**src/design/assert_macros.svh**
```systemverilog
// assertion macros used by the shift cell design file
`ifndef ASSERT_MACROS_SVH
`define ASSERT_MACROS_SVH

// same-cycle implication, sampled on clk, off during reset
`define ASSERT_IMPL(lbl, pre, post) \
    lbl: assert property (@(posedge clk) disable iff (!rst_n) (pre) |-> (post)) \
        else $error("assertion failed");

// next-cycle implication, sampled on clk, off during reset
`define ASSERT_NEXT(lbl, pre, post) \
    lbl: assert property (@(posedge clk) disable iff (!rst_n) (pre) |=> (post)) \
        else $error("assertion failed");

`endif

```
**src/design/stms_pkg.sv**
```systemverilog
// shared types and constants for the scale to multiplier and shift search
package stms_pkg;

    localparam logic [1:0] REG_FIRST_SHIFT = 2'd0;
    localparam logic [1:0] REG_END_SHIFT   = 2'd1;
    localparam logic [1:0] REG_WIDE        = 2'd2;

    localparam logic signed [5:0] FIRST_SHIFT_RESET = -6'sd32;
    localparam logic [4:0]        END_SHIFT_RESET   = 5'd31;

    localparam logic [8:0] EXP_SUBNORMAL = 9'(-149);
    localparam logic [8:0] EXP_BIAS      = 9'd150;

    localparam logic [55:0] LIMIT_NARROW = 56'd127;
    localparam logic [55:0] LIMIT_WIDE   = 56'd2147483647;

    typedef struct packed {
        logic signed [5:0] first_shift;
        logic [4:0]        end_shift;
        logic              wide;
    } stms_cfg_t;

    typedef struct packed {
        logic              special;
        logic              neg;
        logic [23:0]       mant;
        logic signed [8:0] expo;
        logic              have;
        logic [24:0]       best_r;
        logic [31:0]       best_m;
        logic signed [5:0] best_n;
    } stms_item_t;

endpackage

```
**src/design/stms_cell.sv**
```systemverilog
// one shift candidate: evaluates its shift and keeps the running best
module stms_cell
    import stms_pkg::*;
#(
    parameter int INDEX = 0
)
(
    input  logic       clk,
    input  logic       rst_n,
    input  stms_cfg_t  cfg,
    input  logic       up_valid,
    output logic       up_stall,
    input  stms_item_t up_item,
    output logic       dn_valid,
    input  logic       dn_stall,
    output stms_item_t dn_item
);

`include "assert_macros.svh"

    logic       valid_reg;
    logic       valid_next;
    stms_item_t item_reg;
    stms_item_t item_next;

    logic signed [7:0] fs_ext;
    logic signed [7:0] end_ext;
    logic signed [7:0] n;
    logic signed [9:0] k;
    logic [9:0]        d;
    logic [4:0]        dd;
    logic [23:0]       mask;
    logic [23:0]       low;
    logic              up;
    logic [55:0]       shifted;
    logic [55:0]       m_c;
    logic [24:0]       r_c;
    logic              fit_ok;
    logic              active;
    logic              take;
    logic [55:0]       limit;

    assign up_stall = valid_reg & dn_stall;
    assign dn_valid = valid_reg;
    assign dn_item  = item_reg;

    always_comb
    begin
        fs_ext  = {{2{cfg.first_shift[5]}}, cfg.first_shift};
        end_ext = {3'b000, cfg.end_shift};
        n       = fs_ext + 8'(INDEX);
        k       = {{1{up_item.expo[8]}}, up_item.expo} + {{2{n[7]}}, n};
        d       = 10'(-k);
        dd      = d[4:0];
        mask    = (24'd1 << dd) - 24'd1;
        low     = up_item.mant & mask;
        up      = (dd != 5'd0) ? up_item.mant[dd - 5'd1] : 1'b0;
        shifted = {32'd0, up_item.mant} << k[4:0];
        limit   = cfg.wide ? LIMIT_WIDE : LIMIT_NARROW;
        active  = !up_item.special && (n < end_ext);

        fit_ok = 1'b1;
        m_c    = '0;
        r_c    = '0;
        if (!k[9])
        begin
            if (k[9:5] != 5'd0)
            begin
                fit_ok = (up_item.mant == 24'd0);
            end
            else
            begin
                m_c = shifted;
            end
        end
        else if (d >= 10'd25)
        begin
            r_c = {1'b0, up_item.mant};
        end
        else
        begin
            m_c = 56'(up_item.mant >> dd) + 56'(up);
            r_c = up ? ((25'd1 << dd) - {1'b0, low}) : {1'b0, low};
        end

        take = active && fit_ok && (m_c < limit)
            && (!up_item.have || (r_c < up_item.best_r));

        item_next = up_item;
        if (take)
        begin
            item_next.have   = 1'b1;
            item_next.best_r = r_c;
            item_next.best_m = m_c[31:0];
            item_next.best_n = n[5:0];
        end

        valid_next = valid_reg;
        if (!up_stall)
        begin
            valid_next = up_valid;
        end
    end

    always_ff @(posedge clk or negedge rst_n)
    begin
        if (!rst_n)
        begin
            valid_reg <= 1'b0;
        end
        else
        begin
            valid_reg <= valid_next;
        end
    end

    always_ff @(posedge clk)
    begin
        if (up_valid && !up_stall)
        begin
            item_reg <= item_next;
        end
    end

    `ASSERT_NEXT(a_hold_on_stall, valid_reg && dn_stall, valid_reg && $stable(item_reg))
    `ASSERT_IMPL(a_special_empty, valid_reg && item_reg.special, !item_reg.have)
    `ASSERT_IMPL(a_resid_bound, valid_reg && item_reg.have, item_reg.best_r <= {1'b0, item_reg.mant})

endmodule

```
**config.mk**
```make
export PLATFORM = sky130hd
export DESIGN_NAME = stms_cell
export DESIGN_NICKNAME = d
export VERILOG_FILES = /design/src/design/stms_pkg.sv /design/src/design/stms_cell.sv
export VERILOG_INCLUDE_DIRS = /design/src /design/src/design
export SDC_FILE = /design/constraint.sdc
export NUM_CORES = 1
export LEC_CHECK = 0
export BUFFER_PORTS_ARGS = -buffer_cell sky130_fd_sc_hd__buf_4
export CAP_MARGIN = 10
export CORE_MARGIN = 3
export CORE_UTILIZATION = 55
export CTS_BUF_LIST = sky130_fd_sc_hd__clkbuf_8 sky130_fd_sc_hd__clkbuf_16
export CTS_CLUSTER_SIZE = 40
export DETAILED_ROUTE_END_ITERATION = 6
export GPL_TIMING_DRIVEN = 0
export PLACE_DENSITY = 0.78
export SYNTH_ARGS = -nofsm -noshare
export SYNTH_HDL_FRONTEND = slang
export SYNTH_SLANG_ARGS = --single-unit
```
**constraint.sdc**
```tcl
create_clock -name clk -period 6.5 [get_ports clk]
set_input_delay 0.325 -clock clk [delete_from_list [all_inputs] [get_ports clk]]
set_output_delay 0.325 -clock clk [all_outputs]
set_load 0.01 [all_outputs]
```
==> results.yml <==
cts:
  clock-sinks: 100
  numCtsBuffers: 9
  clock_path_buffers: 2
  clock_latency_ns: 0.37
  htree_levels: 3
  path_clk_slew_ns: 0.09
  clk_root_buffer_cell: "clkbuf_16"
  cts_tree: "done"
worst_setup_path:
  worstSetupStartpointType: "primary input"
  worstPathArrival_ns: 7.65
  cp_top_family: "compound AO/OA/AOI/OAI gates"
  r2r_setup_slack_ns: 4.22
  slowest_delay_ns: 0.64
  cp.required_ns: 6.61
  end_kind: "register"
  critPathMostFrequentCell: "buf_12"
  path_buf_inv: 12
  critPathKind: "in -> reg"
  cp_max_fo: 7
  cp_slowest_cell: "fa_2"
floorplan:
  start_util_pct: 56.63
  rows: 56
  fp.coreArea_um2: 23680
  dieArea_um2: 26290
  ios: 216
  fp.dieW_um: 162.2
  die_y_um: 162.2
power:
  leakage_nw: 7.484
  p_int_mw: 2.166
  pwr-share-seq_pct: 18.6
  swShare_pct: 47.95
  p_comb_share_pct: 67.5
  power_density_nw_per_um2: 232.6
  total_power_mw: 4.161
  power_frac_clock_pct: 13.9
  netSwitchingPower_mw: 1.995
  ir_drop_v: 0.0001763
sta:
  fin_crit_ns: 7.539
  setup_violations: 64
  worst_pin_slew_ns: 1.094
  finalWorstSetupSlack_ns: -1.039
  hold_violations: 0
  min_period_over_period_pct: 116.0
  rsz0062_at_grt: "true"
  maxSlewHeadroom_pct: 26.39
  whs_ns: 0.1285
  max_freq_ghz: 0.1327
  slew_viol_final: 0
  fin_worst_skew_ns: 0.01622
synth:
  ys_seq_area_share_pct: 22.35
  async_flop_share_pct: 1.000
  synth.avg_cell_area_um2: 8.558
  ys_top_cells_by_area: "edfxtp_1, ha_1, mux4_2"
  synthesis.area_um2: 13410
  yosys_register_bits: 100
  synth_area_leader_cell: "edfxtp_1"
  mappedNetlistNets: 1760
  yosys_warnings: 0
  synth_top_area_share_pct: 22.17
  synth_ff_type: "edfxtp_1"
  synth_edf_count: 99
  syn_inst: 1567
  yosysUniqueCellTypes: 111
detailed_routing:
  routed_via_density: 7.096
  drc: 24
  drt_wl_total_um: 58170
  drt-pass1-iter-count: 7
  drtIter0Drc: 2445
  wl_per_cell_um: 26.28
  antenna_left: 0
  vias: 15710
min_path:
  hold_class: "in -> reg"
cells_and_area:
  final_layout_size_suffix_gt1_share_pct: 36.04
  final_core_util_pct: 75.54
  final.fill_count: 1690
  num-nets-final: 2083
  num_antenna_cells: 0
  syn_to_final_growth_pct: 33.41
job:
  cap_violations: 0
placement:
  place.gp.congestion: 1.070
  io_buffers: 215
  hpwl_um: 42880
global_routing:
  overflow: 0
  grt_max_degree: 36
  grtUsageTotal_pct: 41.06
  grt_first_pass_wirelength_um: 84100
  antenna_found_initial: 0
  grt_pass1_vias: 14620
run_status:
  failed_checks: "design-rule violations, negative setup slack"
  status: "finished, violations left"
==> metal layers <==
layer	track usage, %	up-vias	wire length, µm
li1	-	6715	-
met1	50.39	7295	20400
met2	65.53	1333	26270
met3	11.09	368	7175
met4	23.03	0	4326
met5	0	-	0
==> synthesized netlist by cell type (all sizes together), types with 11 or more instances <==
library cell,count
a31oi,33
edfxtp,99
nor2b,11
o21a,12
xor2,16
nor2,126
or2,13
o211ai,28
mux2,57
and2,18
inv,58
o31ai,15
nand3,55
nand2,160
ha,76
nand4,28
nor4,23
a22oi,16
a21oi,87
a211oi,33
mux2i,51
mux4,42
nor3,37
a21o,40
o21ai,90
buf,64
o22ai,26
xnor2,31
clkbuf,59
==> through the flow <==
step	area (µm²)	cells	setup TNS, ns	setup slack (ns)
CTS	17120	2165	-38.09	-0.6732
finish	17890	2214	-60.71	-1.039
global route	17890	2214	-66.15	-1.127
floorplan	13800	1567	-23.90	-0.4551
global placement	15810	2101	-194.95	-2.009
detailed placement	15860	2103	-126.12	-2.084
==> logic make-up (layout without fill, tap and decap cells) <==
| kind of cell | after synthesis | after routing | synth area share [%] |
|---|---|---|---|
| compound gates | 485 | 485 | 26.03 |
| xor+xnor | 50 | 50 | 3.583 |
| simple gates | 521 | 521 | 19.20 |
| flops | 100 | 100 | 22.35 |
| buf+inv | 183 | 511 | 5.794 |
| mux | 150 | 150 | 15.65 |
| fa+ha+maj | 78 | 78 | 7.389 |
==> flip-flops by register name, indices dropped and copies added, names as in the netlist <==
name,flops
dn_item,99
dn_valid,1
==> power groups by stage <==
| stage | clock network, mW | registers (mW) | logic (mW) |
|---|---|---|---|
| after global routing | 0.607 | 0.779 | 2.93 |
| final | 0.577 | 0.776 | 2.81 |
| after global placement | 0 | 0.797 | 2.26 |
| after detailed placement | 0 | 0.791 | 2.28 |
| after floorplan | 0 | 0.818 | 1.59 |
| after CTS | 0.576 | 0.776 | 2.49 |
==> layout by cell type (no fill, tap or decap), types with 25 or more instances in the layout <==
cell type	instances
o21ai_0	66
mux2_2	44
xnor2_1	28
edfxtp_1	99
ha_1	63
nand4_1	27
mux4_2	42
a31oi_1	29
buf_2	25
a21oi_1	77
nor2_1	111
o211ai_1	27
a21o_1	39
nand2_1	146
buf_4	304
nand3_1	52
nor3_1	30
clkbuf_1	46
mux2i_1	49
inv_1	54
==> cell type report <==
class	instances	area (µm²)	area share (%)
plain buffers	120	834.6	4.665
clock inverters	7	75.07	0.4196
flip-flops and latches	100	2998	16.76
clock buffers	9	225.2	1.259
well taps	319	399.1	2.231
inverters	60	262.8	1.469
multi-input cells	1284	10580	59.12
repair buffers	315	2520	14.08
==> timing repair <==
item | 4_1_cts | 5_1_grt
gates cloned | 1 | 1
gates resized for setup | 137 | 89
setup buffers | 45 | 50
hold endpoints to repair | 1 | 0
hold buffers | 1 | 0
endpoints found under the setup margin | 64 | 64
pin swaps | 39 | 61
==> final timing paths <==
path	end	startpoint	cells past startpoint
worst max-delay path	dn_item[56]	up_item[64]	39
worst min-delay path	dn_item[97]	up_item[97]	1
worst max register to register	dn_item[66]	dn_valid	4
min in group asynchronous	dn_valid	rst_n	2
worst min register to register	dn_valid	dn_valid	2
max in group asynchronous	dn_valid	rst_n	2
No activity file was read; power rests on OpenSTA's default activity.
